<file path="config.mk">
export PLATFORM = sky130hd
export DESIGN_NAME = chip8_execute_unit_top_flat
export DESIGN_NICKNAME = d
export VERILOG_FILES = /design/src/rtl/core/c8eu_pkg.sv /design/src/rtl/core/c8eu_cmd_if.sv /design/src/rtl/core/c8eu_res_if.sv /design/src/rtl/core/chip8_execute_unit_top.sv /design/src/flat_wrapper.sv
export SDC_FILE = /design/constraint.sdc
export NUM_CORES = 1
export LEC_CHECK = 0
export ABC_AREA = 0
export CORE_UTILIZATION = 58
export DETAILED_ROUTE_END_ITERATION = 8
export DONT_BUFFER_PORTS = 1
export MAX_ROUTING_LAYER = met4
export PLACE_DENSITY_LB_ADDON = 0.3
export RECOVER_POWER = 25
export SYNTH_ARGS = -nofsm -noshare
export SYNTH_HDL_FRONTEND = slang
export SYNTH_SLANG_ARGS = --single-unit
</file>
<file path="constraint.sdc">
create_clock -name clk_i -period 7.61 [get_ports clk_i]
set_clock_uncertainty 0.05 [all_clocks]
set_input_delay 1.522 -clock clk_i [delete_from_list [all_inputs] [get_ports clk_i]]
set_output_delay 1.522 -clock clk_i [all_outputs]
set_load 0.1 [all_outputs]
</file>
<file path="src/rtl/core/c8eu_pkg.sv">
`default_nettype none

package c8eu_pkg;

  localparam int unsigned CmdW  = 5;
  localparam int unsigned RegW  = 4;
  localparam int unsigned ByteW = 8;
  localparam int unsigned AddrW = 12;
  localparam int unsigned KeyW  = 16;
  localparam int unsigned IdxW  = 16;

  localparam logic [AddrW-1:0] PcReset = 12'h200;
  localparam logic [RegW-1:0]  FlagReg = 4'hF;

  typedef enum logic [CmdW-1:0] {
    CMD_RET     = 5'd0,
    CMD_JP      = 5'd1,
    CMD_CALL    = 5'd2,
    CMD_SE_KK   = 5'd3,
    CMD_SNE_KK  = 5'd4,
    CMD_SE_XY   = 5'd5,
    CMD_LD_KK   = 5'd6,
    CMD_ADD_KK  = 5'd7,
    CMD_LD_XY   = 5'd8,
    CMD_OR      = 5'd9,
    CMD_AND     = 5'd10,
    CMD_XOR     = 5'd11,
    CMD_ADD     = 5'd12,
    CMD_SUB     = 5'd13,
    CMD_SHR     = 5'd14,
    CMD_SUBN    = 5'd15,
    CMD_SHL     = 5'd16,
    CMD_SNE_XY  = 5'd17,
    CMD_LD_I    = 5'd18,
    CMD_JP_V0   = 5'd19,
    CMD_RND     = 5'd20,
    CMD_SKP     = 5'd21,
    CMD_SKNP    = 5'd22,
    CMD_LD_X_DT = 5'd23,
    CMD_LD_DT   = 5'd24,
    CMD_LD_ST   = 5'd25,
    CMD_ADD_I   = 5'd26,
    CMD_BCD     = 5'd27
  } cmd_e;

endpackage

`default_nettype wire

</file>
<file path="src/rtl/core/c8eu_cmd_if.sv">
`default_nettype none

interface c8eu_cmd_if import c8eu_pkg::*; ();
  logic             valid;
  logic             ready;
  logic [CmdW-1:0]  command;
  logic [RegW-1:0]  reg_x;
  logic [RegW-1:0]  reg_y;
  logic [ByteW-1:0] imm_byte;
  logic [AddrW-1:0] target_addr;
  logic [KeyW-1:0]  keys_down;
  logic [ByteW-1:0] random_byte;

  modport source (
    output valid, command, reg_x, reg_y, imm_byte, target_addr, keys_down, random_byte,
    input  ready
  );
  modport sink (
    input  valid, command, reg_x, reg_y, imm_byte, target_addr, keys_down, random_byte,
    output ready
  );
endinterface

`default_nettype wire

</file>
<file path="src/rtl/core/c8eu_res_if.sv">
`default_nettype none

interface c8eu_res_if import c8eu_pkg::*; ();
  logic             valid;
  logic             ready;
  logic [AddrW-1:0] next_pc;
  logic [IdxW-1:0]  index_value;
  logic             mem_write;
  logic [IdxW-1:0]  mem_addr;
  logic [ByteW-1:0] mem_data;
  logic             last;
  logic             stack_fault;

  modport source (
    output valid, next_pc, index_value, mem_write, mem_addr, mem_data, last, stack_fault,
    input  ready
  );
  modport sink (
    input  valid, next_pc, index_value, mem_write, mem_addr, mem_data, last, stack_fault,
    output ready
  );
endinterface

`default_nettype wire

</file>
<file path="src/rtl/core/chip8_execute_unit_top.sv">
// Pipeline: register file / return stack are read at acceptance into the execute stage,
// which executes into the output register once that register is free.
// Throughput: one request per cycle while the output is not stalled; BCD holds the
// execute stage for its three memory writes. Register file and stack writes are bypassed.
// Reset: registers V0..VF, index, timers and stack level clear, PC = 0x200;
// the return stack memory is not cleared.
`default_nettype none

module chip8_execute_unit_top import c8eu_pkg::*; #(
  parameter int unsigned STACK_DEPTH = 16
) (
  input  wire        clk_i,
  input  wire        rst_ni,
  c8eu_cmd_if.sink   cmd_i,
  c8eu_res_if.source res_o
);

  localparam int unsigned LvlW = $clog2(STACK_DEPTH + 1);
  localparam int unsigned SaW  = (STACK_DEPTH > 1) ? $clog2(STACK_DEPTH) : 1;
  localparam int unsigned NumRegs = 1 << RegW;

  // storage
  logic [ByteW-1:0] rf_mem [NumRegs];
  logic [AddrW-1:0] stk_mem [STACK_DEPTH];

  // architectural flops
  logic [NumRegs-1:0] rf_vld_q, rf_vld_d;
  logic [ByteW-1:0]   vf_q, vf_d;
  logic [IdxW-1:0]    idx_q, idx_d;
  logic [AddrW-1:0]   pc_q, pc_d;
  logic [LvlW-1:0]    lvl_q, lvl_d;
  logic [ByteW-1:0]   dt_q, dt_d;
  logic [ByteW-1:0]   st_q, st_d;

  // execute stage
  logic             s1_vld_q;
  logic [1:0]       cnt_q;
  cmd_e             cmd_q;
  logic [RegW-1:0]  x_q;
  logic [ByteW-1:0] kk_q;
  logic [AddrW-1:0] addr_q;
  logic [KeyW-1:0]  keys_q;
  logic [ByteW-1:0] rnd_q;
  logic [ByteW-1:0] rdx_q, rdy_q;
  logic             vldx_q, vldy_q, xf_q, yf_q;
  logic             bypx_q, bypy_q;
  logic [ByteW-1:0] byp_data_q;
  logic [AddrW-1:0] stk_rd_q, stk_byp_data_q;
  logic             stk_byp_q;

  // output register
  logic             out_vld_q;
  logic [AddrW-1:0] o_pc_q;
  logic [IdxW-1:0]  o_idx_q;
  logic             o_we_q;
  logic [IdxW-1:0]  o_addr_q;
  logic [ByteW-1:0] o_data_q;
  logic             o_last_q;
  logic             o_fault_q;

  logic in_fire, out_free, fire, is_bcd, done;
  logic [RegW-1:0] ra_x, ra_y;
  logic [SaW-1:0]  sa_rd, sa_wr;
  logic [LvlW-1:0] lvl_m1;

  logic [ByteW-1:0] vx, vy;
  logic [AddrW-1:0] tos, pc_inc, pc_n;
  logic             skip, fault, x_we, f_we, push;
  logic [ByteW-1:0] x_val, f_val, dt_n, st_n;
  logic [IdxW-1:0]  idx_n;
  logic [LvlW-1:0]  lvl_n;
  logic [ByteW:0]   sum9;
  logic             rf_we, stk_we;

  logic [1:0]       hund;
  logic [ByteW-1:0] rem;
  logic [14:0]      tens_prod;
  logic [3:0]       tens;
  logic [ByteW-1:0] ones, digit;

  assign in_fire  = cmd_i.valid && cmd_i.ready;
  assign out_free = !out_vld_q || res_o.ready;
  assign fire     = s1_vld_q && out_free;
  assign is_bcd   = (cmd_q == CMD_BCD);
  assign done     = fire && (!is_bcd || cnt_q == 2'd2);
  assign cmd_i.ready = !s1_vld_q || done;

  // operands with bypass from the instruction that committed as this one was read
  assign vx  = xf_q ? vf_q : (bypx_q ? byp_data_q : (vldx_q ? rdx_q : '0));
  assign vy  = yf_q ? vf_q : (bypy_q ? byp_data_q : (vldy_q ? rdy_q : '0));
  assign tos = stk_byp_q ? stk_byp_data_q : stk_rd_q;

  assign pc_inc = pc_q + AddrW'(2);
  assign sum9   = {1'b0, vx} + {1'b0, vy};

  always_comb begin
    pc_n  = pc_inc;
    skip  = 1'b0;
    fault = 1'b0;
    x_we  = 1'b0;
    x_val = '0;
    f_we  = 1'b0;
    f_val = '0;
    idx_n = idx_q;
    dt_n  = dt_q;
    st_n  = st_q;
    lvl_n = lvl_q;
    push  = 1'b0;
    case (cmd_q)
      CMD_RET: begin
        if (lvl_q == '0) begin
          fault = 1'b1;
        end else begin
          lvl_n = lvl_q - LvlW'(1);
          pc_n  = tos;
        end
      end
      CMD_JP: pc_n = addr_q;
      CMD_CALL: begin
        if (lvl_q >= LvlW'(STACK_DEPTH)) begin
          fault = 1'b1;
        end else begin
          push  = 1'b1;
          lvl_n = lvl_q + LvlW'(1);
          pc_n  = addr_q;
        end
      end
      CMD_SE_KK:  skip = (vx == kk_q);
      CMD_SNE_KK: skip = (vx != kk_q);
      CMD_SE_XY:  skip = (vx == vy);
      CMD_SNE_XY: skip = (vx != vy);
      CMD_LD_KK: begin
        x_we = 1'b1; x_val = kk_q;
      end
      CMD_ADD_KK: begin
        x_we = 1'b1; x_val = vx + kk_q;
      end
      CMD_LD_XY: begin
        x_we = 1'b1; x_val = vy;
      end
      CMD_OR: begin
        x_we = 1'b1; x_val = vx | vy;
      end
      CMD_AND: begin
        x_we = 1'b1; x_val = vx & vy;
      end
      CMD_XOR: begin
        x_we = 1'b1; x_val = vx ^ vy;
      end
      CMD_ADD: begin
        x_we = 1'b1; x_val = sum9[ByteW-1:0];
        f_we = 1'b1; f_val = {7'b0, sum9[ByteW]};
      end
      CMD_SUB: begin
        x_we = 1'b1; x_val = vx - vy;
        f_we = 1'b1; f_val = {7'b0, (vx >= vy)};
      end
      CMD_SHR: begin
        x_we = 1'b1; x_val = {1'b0, vx[ByteW-1:1]};
        f_we = 1'b1; f_val = {7'b0, vx[0]};
      end
      CMD_SUBN: begin
        x_we = 1'b1; x_val = vy - vx;
        f_we = 1'b1; f_val = {7'b0, (vy >= vx)};
      end
      CMD_SHL: begin
        x_we = 1'b1; x_val = {vx[ByteW-2:0], 1'b0};
        f_we = 1'b1; f_val = {7'b0, vx[ByteW-1]};
      end
      CMD_LD_I:  idx_n = {4'b0, addr_q};
      CMD_JP_V0: pc_n = addr_q + {4'b0, vy};  // vy holds V0 here
      CMD_RND: begin
        x_we = 1'b1; x_val = rnd_q & kk_q;
      end
      CMD_SKP:  skip = keys_q[vx[3:0]];
      CMD_SKNP: skip = !keys_q[vx[3:0]];
      CMD_LD_X_DT: begin
        x_we = 1'b1; x_val = dt_q;
      end
      CMD_LD_DT: dt_n = vx;
      CMD_LD_ST: st_n = vx;
      CMD_ADD_I: idx_n = idx_q + {8'b0, vx};
      CMD_BCD: ;
      default: ;
    endcase
    if (skip) begin
      pc_n = pc_inc + AddrW'(2);
    end
  end

  // BCD digits: hundreds by compare, tens by reciprocal multiply (exact below 100)
  always_comb begin
    if (vx >= 8'd200) begin
      hund = 2'd2;
      rem  = vx - 8'd200;
    end else if (vx >= 8'd100) begin
      hund = 2'd1;
      rem  = vx - 8'd100;
    end else begin
      hund = 2'd0;
      rem  = vx;
    end
    tens_prod = rem[6:0] * 8'd205;
    tens      = tens_prod[14:11];
    ones      = rem - ({4'b0, tens} * 8'd10);
    case (cnt_q)
      2'd0:    digit = {6'b0, hund};
      2'd1:    digit = {4'b0, tens};
      default: digit = ones;
    endcase
  end

  // commit
  assign rf_we  = done && x_we && (x_q != FlagReg);
  assign stk_we = done && push;
  assign sa_wr  = lvl_q[SaW-1:0];

  always_comb begin
    pc_d     = done ? pc_n : pc_q;
    idx_d    = done ? idx_n : idx_q;
    dt_d     = done ? dt_n : dt_q;
    st_d     = done ? st_n : st_q;
    lvl_d    = done ? lvl_n : lvl_q;
    rf_vld_d = rf_vld_q;
    if (rf_we) begin
      rf_vld_d[x_q] = 1'b1;
    end
    vf_d = vf_q;
    if (done && f_we) begin
      vf_d = f_val;
    end else if (done && x_we && x_q == FlagReg) begin
      vf_d = x_val;
    end
  end

  // read addresses for the incoming request
  assign ra_x   = cmd_i.reg_x;
  assign ra_y   = (cmd_e'(cmd_i.command) == CMD_JP_V0) ? '0 : cmd_i.reg_y;
  assign lvl_m1 = lvl_d - LvlW'(1);
  assign sa_rd  = lvl_m1[SaW-1:0];

  always_ff @(posedge clk_i) begin
    if (rf_we) begin
      rf_mem[x_q] <= x_val;
    end
    if (stk_we) begin
      stk_mem[sa_wr] <= pc_inc;
    end
  end

  always_ff @(posedge clk_i) begin
    if (in_fire) begin
      rdx_q          <= rf_mem[ra_x];
      rdy_q          <= rf_mem[ra_y];
      vldx_q         <= rf_vld_q[ra_x];
      vldy_q         <= rf_vld_q[ra_y];
      xf_q           <= (ra_x == FlagReg);
      yf_q           <= (ra_y == FlagReg);
      bypx_q         <= rf_we && (x_q == ra_x);
      bypy_q         <= rf_we && (x_q == ra_y);
      byp_data_q     <= x_val;
      stk_rd_q       <= stk_mem[sa_rd];
      stk_byp_q      <= stk_we && (sa_wr == sa_rd);
      stk_byp_data_q <= pc_inc;
      cmd_q          <= cmd_e'(cmd_i.command);
      x_q            <= cmd_i.reg_x;
      kk_q           <= cmd_i.imm_byte;
      addr_q         <= cmd_i.target_addr;
      keys_q         <= cmd_i.keys_down;
      rnd_q          <= cmd_i.random_byte;
    end
  end

  always_ff @(posedge clk_i or negedge rst_ni) begin
    if (!rst_ni) begin
      rf_vld_q <= '0;
      vf_q     <= '0;
      idx_q    <= '0;
      pc_q     <= PcReset;
      lvl_q    <= '0;
      dt_q     <= '0;
      st_q     <= '0;
      s1_vld_q <= 1'b0;
      cnt_q    <= '0;
    end else begin
      rf_vld_q <= rf_vld_d;
      vf_q     <= vf_d;
      idx_q    <= idx_d;
      pc_q     <= pc_d;
      lvl_q    <= lvl_d;
      dt_q     <= dt_d;
      st_q     <= st_d;
      if (in_fire) begin
        s1_vld_q <= 1'b1;
      end else if (done) begin
        s1_vld_q <= 1'b0;
      end
      if (done) begin
        cnt_q <= '0;
      end else if (fire) begin
        cnt_q <= cnt_q + 2'd1;
      end
    end
  end

  // output register
  always_ff @(posedge clk_i or negedge rst_ni) begin
    if (!rst_ni) begin
      out_vld_q <= 1'b0;
    end else if (out_free) begin
      out_vld_q <= fire;
    end
  end

  always_ff @(posedge clk_i) begin
    if (fire) begin
      o_pc_q    <= pc_n;
      o_idx_q   <= idx_n;
      o_we_q    <= is_bcd;
      o_addr_q  <= is_bcd ? (idx_q + {14'b0, cnt_q}) : '0;
      o_data_q  <= is_bcd ? digit : '0;
      o_last_q  <= !is_bcd || (cnt_q == 2'd2);
      o_fault_q <= fault;
    end
  end

  assign res_o.valid       = out_vld_q;
  assign res_o.next_pc     = o_pc_q;
  assign res_o.index_value = o_idx_q;
  assign res_o.mem_write   = o_we_q;
  assign res_o.mem_addr    = o_addr_q;
  assign res_o.mem_data    = o_data_q;
  assign res_o.last        = o_last_q;
  assign res_o.stack_fault = o_fault_q;

endmodule

`default_nettype wire
</file>
<file path="src/flat_wrapper.sv">
// flat-port wrapper written by rule: the top's interface ports become plain ports
module chip8_execute_unit_top_flat import c8eu_pkg::*;
#(
  parameter int unsigned STACK_DEPTH = 16
)
  (clk_i, rst_ni, cmd_i_valid, cmd_i_command, cmd_i_reg_x, cmd_i_reg_y, cmd_i_imm_byte, cmd_i_target_addr, cmd_i_keys_down, cmd_i_random_byte, cmd_i_ready, res_o_valid, res_o_next_pc, res_o_index_value, res_o_mem_write, res_o_mem_addr, res_o_mem_data, res_o_last, res_o_stack_fault, res_o_ready);
  c8eu_cmd_if cmd_i_i ();
  c8eu_res_if res_o_i ();
  input  wire clk_i;
  input  wire rst_ni;
  input wire logic [$bits(cmd_i_i.valid)-1:0] cmd_i_valid;
  input wire logic [$bits(cmd_i_i.command)-1:0] cmd_i_command;
  input wire logic [$bits(cmd_i_i.reg_x)-1:0] cmd_i_reg_x;
  input wire logic [$bits(cmd_i_i.reg_y)-1:0] cmd_i_reg_y;
  input wire logic [$bits(cmd_i_i.imm_byte)-1:0] cmd_i_imm_byte;
  input wire logic [$bits(cmd_i_i.target_addr)-1:0] cmd_i_target_addr;
  input wire logic [$bits(cmd_i_i.keys_down)-1:0] cmd_i_keys_down;
  input wire logic [$bits(cmd_i_i.random_byte)-1:0] cmd_i_random_byte;
  output wire logic [$bits(cmd_i_i.ready)-1:0] cmd_i_ready;
  output wire logic [$bits(res_o_i.valid)-1:0] res_o_valid;
  output wire logic [$bits(res_o_i.next_pc)-1:0] res_o_next_pc;
  output wire logic [$bits(res_o_i.index_value)-1:0] res_o_index_value;
  output wire logic [$bits(res_o_i.mem_write)-1:0] res_o_mem_write;
  output wire logic [$bits(res_o_i.mem_addr)-1:0] res_o_mem_addr;
  output wire logic [$bits(res_o_i.mem_data)-1:0] res_o_mem_data;
  output wire logic [$bits(res_o_i.last)-1:0] res_o_last;
  output wire logic [$bits(res_o_i.stack_fault)-1:0] res_o_stack_fault;
  input wire logic [$bits(res_o_i.ready)-1:0] res_o_ready;
  assign cmd_i_i.valid = cmd_i_valid;
  assign cmd_i_i.command = cmd_i_command;
  assign cmd_i_i.reg_x = cmd_i_reg_x;
  assign cmd_i_i.reg_y = cmd_i_reg_y;
  assign cmd_i_i.imm_byte = cmd_i_imm_byte;
  assign cmd_i_i.target_addr = cmd_i_target_addr;
  assign cmd_i_i.keys_down = cmd_i_keys_down;
  assign cmd_i_i.random_byte = cmd_i_random_byte;
  assign cmd_i_ready = cmd_i_i.ready;
  assign res_o_valid = res_o_i.valid;
  assign res_o_next_pc = res_o_i.next_pc;
  assign res_o_index_value = res_o_i.index_value;
  assign res_o_mem_write = res_o_i.mem_write;
  assign res_o_mem_addr = res_o_i.mem_addr;
  assign res_o_mem_data = res_o_i.mem_data;
  assign res_o_last = res_o_i.last;
  assign res_o_stack_fault = res_o_i.stack_fault;
  assign res_o_i.ready = res_o_ready;
  chip8_execute_unit_top #(.STACK_DEPTH(STACK_DEPTH)) u_core (.clk_i(clk_i), .rst_ni(rst_ni), .cmd_i(cmd_i_i), .res_o(res_o_i));
endmodule
</file>
# Word-level counts from Yosys, hierarchy flattened
# Memories as Yosys holds them, arrays and structs flattened. A register that Yosys moved wholly into a read port is not among the register bits.
# Cells that the tools add are included.
[word_totals]
register_bits = 204
ramBits = 320
in_bits = 61
output_inout_bits = 57
elab_cells = 184
n_memories = 2
[memory_table]
columns = ["name", "depth", "width", "rd", "rd_clocked_by_memory_dff", "write_ports", "line_no", "source"]
rows = [
  ["u_core.stk_mem", 16, 12, 1, 1, 1, "chip8_execute_unit_top.sv:24", "logic [AddrW-1:0] stk_mem [STACK_DEPTH];"],
  ["u_core.rf_mem", 16, 8, 2, 2, 1, "chip8_execute_unit_top.sv:23", "logic [ByteW-1:0] rf_mem [NumRegs];"],
]
[classes]
n_addsub = 16
n_mul = 2
n_lt_le_gt_ge = 10
n_eq_ne = 40
muxes = 50
n_bitwise = 5
reduce_logical = 28
[ops]
columns = ["cell", "count"]
rows = [
  ["$pmux W8 S13", 1],
  ["$mux W8", 10],
  ["$eq A5 B5 Y1 const B", 12],
  ["$mux W12", 4],
  ["$pmux W12 S4", 1],
  ["$eq A5 B4 Y1 const B", 8],
  ["$pmux W16 S2", 1],
  ["$add A12 B2 Y12 const B", 2],
  ["$sub A8 B8 Y8", 3],
  ["$eq A5 B3 Y1 const B", 4],
  ["$lt A4 B5 Y1 const B", 4],
  ["$mux W1", 17],
  ["$add A16 B2 Y16", 1],
  ["$add A16 B8 Y16", 1],
  ["$and A8 B8 Y8", 2],
  ["$eq A8 B8 Y1", 2],
  ["$ge A8 B8 Y1", 2],
  ["$ne A8 B8 Y1", 2],
  ["$or A16 B16 Y16", 1],
  ["$pmux W8 S2", 1],
  ["$mul A7 B8 Y15 const B", 1],
  ["$mux W5", 3],
  ["$reduce_or A13 Y1", 1],
  ["$add A12 B8 Y12", 1],
  ["other kinds (38)", 66],
]

# Logic depth before layout (Yosys ltp)
# Gate-level depths: netlist of run 1.
[depth]
depth_word = 10
depth_mapped = 37
depth_no_buf = 34

# Worst setup path before layout of run 1
# No wires, ideal clock.
[synth_path]
path_kind = "flip-flop to flip-flop"
startpoint = "register u_core.bypx_q"
endpoint = "register u_core.o_data_q[7] (netlist: u_core.res_o.mem_data[7]) (data pin)"
setup_ps = 268
arrival_time_ps = 7719
t_required_ps = 7292
setup_slack_ps = -427
stages_incl_launch_ff = 36
path_buffers = 2
period_less_slack_ps = 8037
path_cell_list = "edfxtp_1 > buf_2 > nand3b_1 > a22oi_1 > buf_2 > ha_1 > or4b_1 > a2111oi_2 > a21oi_1 > ha_1 > inv_1 > fa_1 > inv_1 > ha_1 > inv_1 > fa_1 > inv_1 > ha_1 > a21o_1 > a21o_1 > a21o_1 > a21oi_1 > o21a_1 > nand3b_1 > a21oi_1 > xnor2_1 > ha_1 > ha_1 > inv_1 > fa_1 > xor2_1 > ha_1 > a21oi_1 > nand3_1 > a2111oi_0 > nor3_1"
[synth_via]
elab_chain_cells = 9
word_cells_on_any_way = 12
classes_between = "3 x add/sub; 2 x mul; 2 x order compare; 5 x mux"
[synth_lines]
columns = ["element", "line_no", "source"]
rows = [
  ["start: declaration", "chip8_execute_unit_top.sv:46", "logic bypx_q, bypy_q;"],
  ["start signal: assignment", "chip8_execute_unit_top.sv:259", "bypx_q <= rf_we && (x_q == ra_x);"],
  ["$mux W8 * (2 in series)", "chip8_execute_unit_top.sv:89", "assign vx = xf_q ? vf_q : (bypx_q ? byp_data_q : (vldx_q ? rdx_q : '0));"],
  ["$sub A8 B7 Y8 or $ge A8 B7 Y1 (tied branches)", "chip8_execute_unit_top.sv:198, chip8_execute_unit_top.sv:196", ""],
  ["$mux W8", "chip8_execute_unit_top.sv:196", "end else if (vx >= 8'd100) begin"],
  ["$mux W8 *", "chip8_execute_unit_top.sv:193", "if (vx >= 8'd200) begin"],
  ["$mul A7 B8 Y15", "chip8_execute_unit_top.sv:203", "tens_prod = rem[6:0] * 8'd205;"],
  ["$mul A4 B3 Y7", "chip8_execute_unit_top.sv:205", "ones = rem - ({4'b0, tens} * 8'd10);"],
  ["$sub A8 B8 Y8 *", "chip8_execute_unit_top.sv:205", ""],
  ["$pmux W8 S2 *", "chip8_execute_unit_top.sv:206", "case (cnt_q)"],
  ["end signal: assignment", "chip8_execute_unit_top.sv:321", "o_data_q <= is_bcd ? digit : '0;"],
  ["end: declaration", "chip8_execute_unit_top.sv:57", "logic [ByteW-1:0] o_data_q;"],
]
# Every way passes the cells marked *; elsewhere a longest branch is shown, timed or not.
# A chain may end at the register's enable or synchronous reset.

# Worst setup path after layout of run 1
# Same ends and word-level chain as after synthesis.

==> results of run 1 <==
==> registers in the layout, summed over array words and instances, names as in the netlist, 4 cells and up <==
signal / cells
u_core.addr_q: 12
u_core.byp_data_q: 8
u_core.cmd_q: 5
u_core.dt_q: 8
u_core.idx_q: 16
u_core.keys_q: 16
u_core.kk_q: 8
u_core.lvl_q: 5
u_core.pc_q: 12
u_core.rdx_q: 8
u_core.rdy_q: 8
u_core.res_o.index_value: 16
u_core.res_o.mem_addr: 16
u_core.res_o.mem_data: 8
u_core.res_o.next_pc: 12
u_core.rf_mem: 128
u_core.rf_vld_q: 16
u_core.rnd_q: 8
u_core.stk_byp_data_q: 12
u_core.stk_mem: 192
u_core.stk_rd_q: 12
u_core.vf_q: 8
u_core.x_q: 4
==> worst reg2reg max path, delay by kind of cell, from the launching register on <==
| kind | cells | cell delay, ns |
|---|---|---|
| AO/OA/AOI/OAI | 12 | 2.40 |
| XOR/XNOR | 2 | 0.31 |
| adder cells (fa/ha/maj) | 10 | 2.85 |
| buffers and inverters | 4 | 0.37 |
| flip-flops | 1 | 0.47 |
| AND/OR/NAND/NOR | 4 | 0.90 |
==> where the power goes <==
part	leakage, uW	internal (uW)	switching (uW)
logic	0.00497	1600	2090
clock network	0.000895	1550	1170
registers	0.00532	3840	588
==> what timing repair did <==
item,4_1_cts,5_1_grt
hold endpoints to repair,0,0
pin swaps,9,13
resized for setup,6,5
buffers inserted,2,0
setup endpoints to repair,1,1
==> layout by cell type (no fill, tap or decap), drive strengths merged, types with 25 or more instances in the layout <==
master,netlist,routed
buf,26,90
edfxtp,483,483
nor2,123,123
xnor2,38,38
xor2,33,33
nor2b,25,25
nand2,183,183
a31oi,37,37
o21ai,94,94
mux4,109,109
mux2i,25,25
a21oi,112,112
mux2,30,30
nor3,32,32
o221ai,29,29
inv,92,95
clkbuf,83,71
nand3,37,37
dfrtp,68,68
ha,104,104
==> per-stage QoR <==
stage	power (uW)	setup WS [ns]
3_3_place_gp	8000	0.00200
2_1_floorplan	6980	-0.107
4_1_cts	10800	0.0127
5_1_grt	11300	-0.353
3_5_place_dp	8070	-0.0925
6_report	10800	-0.00275
==> logic make-up (layout without fill, tap and decap cells) <==
family	Yosys count	in the layout
xor+xnor	71	71
other cells	1	9
fa+ha+maj	129	129
compound gates	470	470
flops	552	552
mux	164	164
simple gates	537	537
buf+inv	201	288
==> worst max-delay path by stage <==
| stage | startpoint | depth (start not counted) | slack, ns | to |
|---|---|---|---|---|
| after detailed placement | u_core.bypx_q | 32 | -0.09 | u_core.res_o.mem_data[7] |
| after floorplan | u_core.bypx_q | 35 | -0.11 | u_core.res_o.mem_data[7] |
| final | u_core.bypx_q | 32 | -0.003 | u_core.res_o.mem_data[7] |
| after CTS | u_core.bypx_q | 34 | 0.01 | u_core.res_o.mem_data[7] |
| after global placement | u_core.bypx_q | 32 | 0.002 | u_core.res_o.mem_data[7] |
| after global routing | u_core.bypx_q | 33 | -0.35 | u_core.res_o.mem_data[7] |
==> final cells by class <==
cell class                      instances  area [sq um]
Fill cell                            3426         16600
Antenna cell                            1          2.50
Clock buffer                           67          1470
Multi-Input combinational cell       1379         11400
Clock inverter                         35           349
Tap cell                              615           769
Sequential cell                       552         16200
Inverter                               92           345
Timing Repair Buffer                   94           694
==> layer usage <==
metal  vias up  track usage (%)
met5         -                -
met4         0             11.1
met3       177             5.38
met2      1061             49.9
met1      9571             43.8
li1       8311                -
==> flow_summary.ini, run 1 <==
[final_layout]
drive_gt1_share_pct = 17.9
final_area_sq_mm = 0.0313
area_growth_pct = 10.8
fin_util_pct = 65.4
finish.net_count = 2355
final_cells = 2835

[worst_setup_path]
crit_slowest_cell = or4b_4
end_kind = register
worstSetupStartpointType = register
crit_arrival_ns = 7.93
worstReg2RegStart = u_core.bypx_q
cp_max_fo = 5
critical_path_class = register to register
required_ns = 7.93
r2r.worst_path.cells = 32
crit_path_max_incr_delay_ns = 0.50
rrSetupSlack_ns = -0.003
cp_top_family = adder cells
cp_num_buf_inv = 4
r2r-end = u_core.res_o.mem_data[7]

[logic_synthesis]
syn_inst = 2125
yosysSeqAreaShare_pct = 57.5
yosysTopAreaCellShare_pct = 51.4
yosys.area_share.simple_pct = 9.24
synth_most_common_cell = edfxtp_1
yosysUniqueCellTypes = 91
muxShareOfSynthArea_pct = 10.8
synth_compound_area_share_pct = 11.3
synth_xor_area_share_pct = 2.28
synth-edff-count = 483
async_flop_share_pct = 12.5
synth.avg_cell_area_sq_um = 13.3
yosys-top-cells-area = edfxtp_1 51%, mux4_2 8.7%, dfrtp_1 6.0%, ha_1 4.6%, nand2_1 2.4%
synthFlopType = edfxtp_1
ys_ff_latch = 552
synth.largest_area_cell = edfxtp_1
syn_area_sq_mm = 0.0282
synth_fa_ha_area_share_pct = 6.10
yosysWarnings = 0
synth_top_family_by_area = compound AO/OA/AOI/OAI gates
netlist_top_cells_count = 483 x edfxtp_1, 182 x nand2_1, 123 x nor2_1

[hold_path]
hold_path_class = register to register
whs_path_depth = 0
whs_endpoint = u_core.rf_vld_q[15]
min_from = u_core.rf_vld_q[15]

[routing]
post_drt_wl_per_cell_um = 27.1
ant_nets = 0
dr.pass1.iters = 6
wl_met2_um = 36500
met1_length_um = 31000
drt_iter0_drc = 2290
top_layer_used = met4
route.met3.wl_um = 6590
drc = 0
vias = 19100
wl_um = 76700
vias_per_cell = 6.74

[power]
powerDensity_mw_per_mm2 = 347
peakVddDrop_uv = 324
leakage_uw = 0.0112

[floorplan]
pin_count = 118
fp-row-count = 80
die_h_um = 223
start_util_pct = 59.0
die-area_sq_mm = 0.0496
dieWidth_um = 223
core_area_sq_mm = 0.0478

[clock_tree]
cts-root-buf = clkbuf_16
cts_tree = yes
cts_hold_buf = 0
numCtsBuffers = 54
clock_latency_ns = 0.63
htreeDepth = 2
cts.sinks = 552
cts_max_path_buffers = 3
cts.clk_slew.worst_paths_ns = 0.06

[global_route]
grt_pass1_vias = 18800
overflow = 0
grt_usage_pct = 32.3
antenna_found_initial = 1
grt_pass1_wl_um = 117000
grt_max_degree = 70

[placed_design]
place.gp.congestion = 1.05
port_buffers = 0
place_area_sq_mm = 0.0294
dp_hpwl_um = 52100
dp.cells = 2730

[sta]
rsz0062_at_grt = yes
whs_ns = 0.377
hold_viol_final = 0
post-route-min-period_ns = 7.61
report.final.slew_viol_count = 0
worstMarginPinSlew_ns = 1.18
fmax_mhz = 131
setup_slack_ns = -0.00275
slew-limit-headroom_pct = 20.9
fin_crit_sh_pct = 100
tns_ns = -0.00275
setup_viol = 1

[job]
drv_cap = 0

[status]
violations = setup timing
run_status = finished, violations left
(Power assumes the default switching activity.)
==> run 2, diff against run 1 <==
--- a/config.mk
+++ b/config.mk
@@ -10,7 +10,7 @@
 export DETAILED_ROUTE_END_ITERATION = 8
 export DONT_BUFFER_PORTS = 1
 export MAX_ROUTING_LAYER = met4
-export PLACE_DENSITY_LB_ADDON = 0.3
+export PLACE_DENSITY = 0.84
 export RECOVER_POWER = 25
 export SYNTH_ARGS = -nofsm -noshare
 export SYNTH_HDL_FRONTEND = slang
==> flow_summary.ini, run 2 (same netlist as run 1, synthesis figures left out) <==
[status]
run_status = complete, no violations

[job]
drv_cap = 0

[placed_design]
dp.cells = 2733
port_buffers = 0
place_area_sq_mm = 0.0294
place.gp.congestion = 1.01
dp_hpwl_um = 54300
pre_cts_ws_ns = -0.0984

[routing]
drt_iter0_drc = 2315
wl_um = 78900
vias_per_cell = 6.89
dr.pass1.iters = 6
drc = 0
post_drt_wl_per_cell_um = 27.8
ant_nets = 0
vias = 19500

[sta]
fmax_mhz = 132
post-route-min-period_ns = 7.58
fin_crit_sh_pct = 99.6
whs_ns = 0.366
slew-limit-headroom_pct = 19.2
setup_viol = 0
rsz0062_at_grt = yes
worstMarginPinSlew_ns = 1.21
report.final.slew_viol_count = 0
setup_slack_ns = 0.0272
hold_viol_final = 0

[worst_setup_path]
crit_path_max_incr_delay_ns = 0.50
cp_max_fo = 5
cp_num_buf_inv = 4
cp_top_family = adder cells
required_ns = 7.91
crit_slowest_cell = or4b_4
worstSetupStartpointType = register
critical_path_class = register to register
end_kind = register
crit_arrival_ns = 7.88

[floorplan]
core_area_sq_mm = 0.0478
pin_count = 118
fp-row-count = 80
start_util_pct = 59.0
die-area_sq_mm = 0.0496
die_h_um = 223
dieWidth_um = 223

[power]
leakage_uw = 0.0112
peakVddDrop_uv = 279
powerDensity_mw_per_mm2 = 348
power.total_uw = 10900

[clock_tree]
cts_hold_buf = 0
htreeDepth = 2
cts_max_path_buffers = 3
cts.clk_slew.worst_paths_ns = 0.06
cts_tree = yes
cts.sinks = 552
clock_latency_ns = 0.64
cts-root-buf = clkbuf_16
numCtsBuffers = 53

[global_route]
grt_usage_pct = 33.1
grt_max_degree = 71
grt_pass1_wl_um = 119000
grt_pass1_vias = 19100
overflow = 0
antenna_found_initial = 0

[final_layout]
finish.net_count = 2361
final_cells = 2837
top_register = u_core.stk_mem
drive_gt1_share_pct = 17.5
area_growth_pct = 11.0
layout_commonest_cell = edfxtp_1
layout_common_cells = 483 x edfxtp_1, 182 x nand2_1, 120 x nor2_1, 109 x mux4_2, 103 x a21oi_1
largest_register_ffs = 192
antenna_cells = 0
largest_registers = u_core.stk_mem x192, u_core.rf_mem x128
final_area_sq_mm = 0.0313

[hold_path]
hold_path_class = register to register
run 2: cell count changes in the layout (fill, tap and decap cells not counted), sizes merged:
cell      delta
clkinv      -14
clkbuf      +12
buf          +7
clkinvlp     -2
bufinv       +1
diode        -1
inv          -1
run 2: worst paths after layout:
kind	start	endpoint	slack, ns	cells after the start
worst max-delay path	u_core.xf_q	u_core.res_o.mem_data[7]	0.03	32
worst min-delay path	u_core.rf_vld_q[15]	u_core.rf_vld_q[15]	0.37	0
worst max register to register	u_core.xf_q	u_core.res_o.mem_data[7]	0.03	32
worst min register to register	u_core.rf_vld_q[15]	u_core.rf_vld_q[15]	0.37	0
max in group asynchronous	rst_ni	u_core.pc_q[9]	6.70	0
min in group asynchronous	rst_ni	u_core.rf_vld_q[11]	0.52	0
run 2: power by group:
part           internal, uW  switching (uW)  leakage [uW]
clock network          1560            1150      0.000863
registers              3840             590       0.00532
logic                  1620            2150       0.00502
total                  7010            3890        0.0112
run 2: metal layers:
metal  wire (um)  part of all wire (%)  track usage [%]  up-vias
li1            -                     -                -     8305
met1       30300                    38             43.4     9786
met5           0                     0                -        -
met2       37600                    48             52.3     1239
met4        2960                   3.8             11.4        0
met3        7970                    10             5.95      207
run 2: what timing repair did:
item | 4_1_cts | 5_1_grt
hold endpoints to repair | 0 | 0
setup endpoints to repair | 1 | 2
pin swaps | 13 | 1
setup buffers | 6 | 0
resized for setup | 5 | 6
run 2: area by class of cell:
type                    count  area, sq um
well taps                 615          769
clock inverters            19          330
flip-flops and latches    552        16200
fillers                  3294        16500
inverters                  92          345
repair buffers            101          751
clock buffers              79         1470
multi-input cells        1379        11400
run 2: per-stage QoR:
stage               util [%]    TNS, ns
floorplan                  -     -0.107
global placement        61.5  -0.000700
CTS                     65.5          0
finish                  65.5          0
detailed placement      61.5    -0.0984
global route            65.5     -0.338
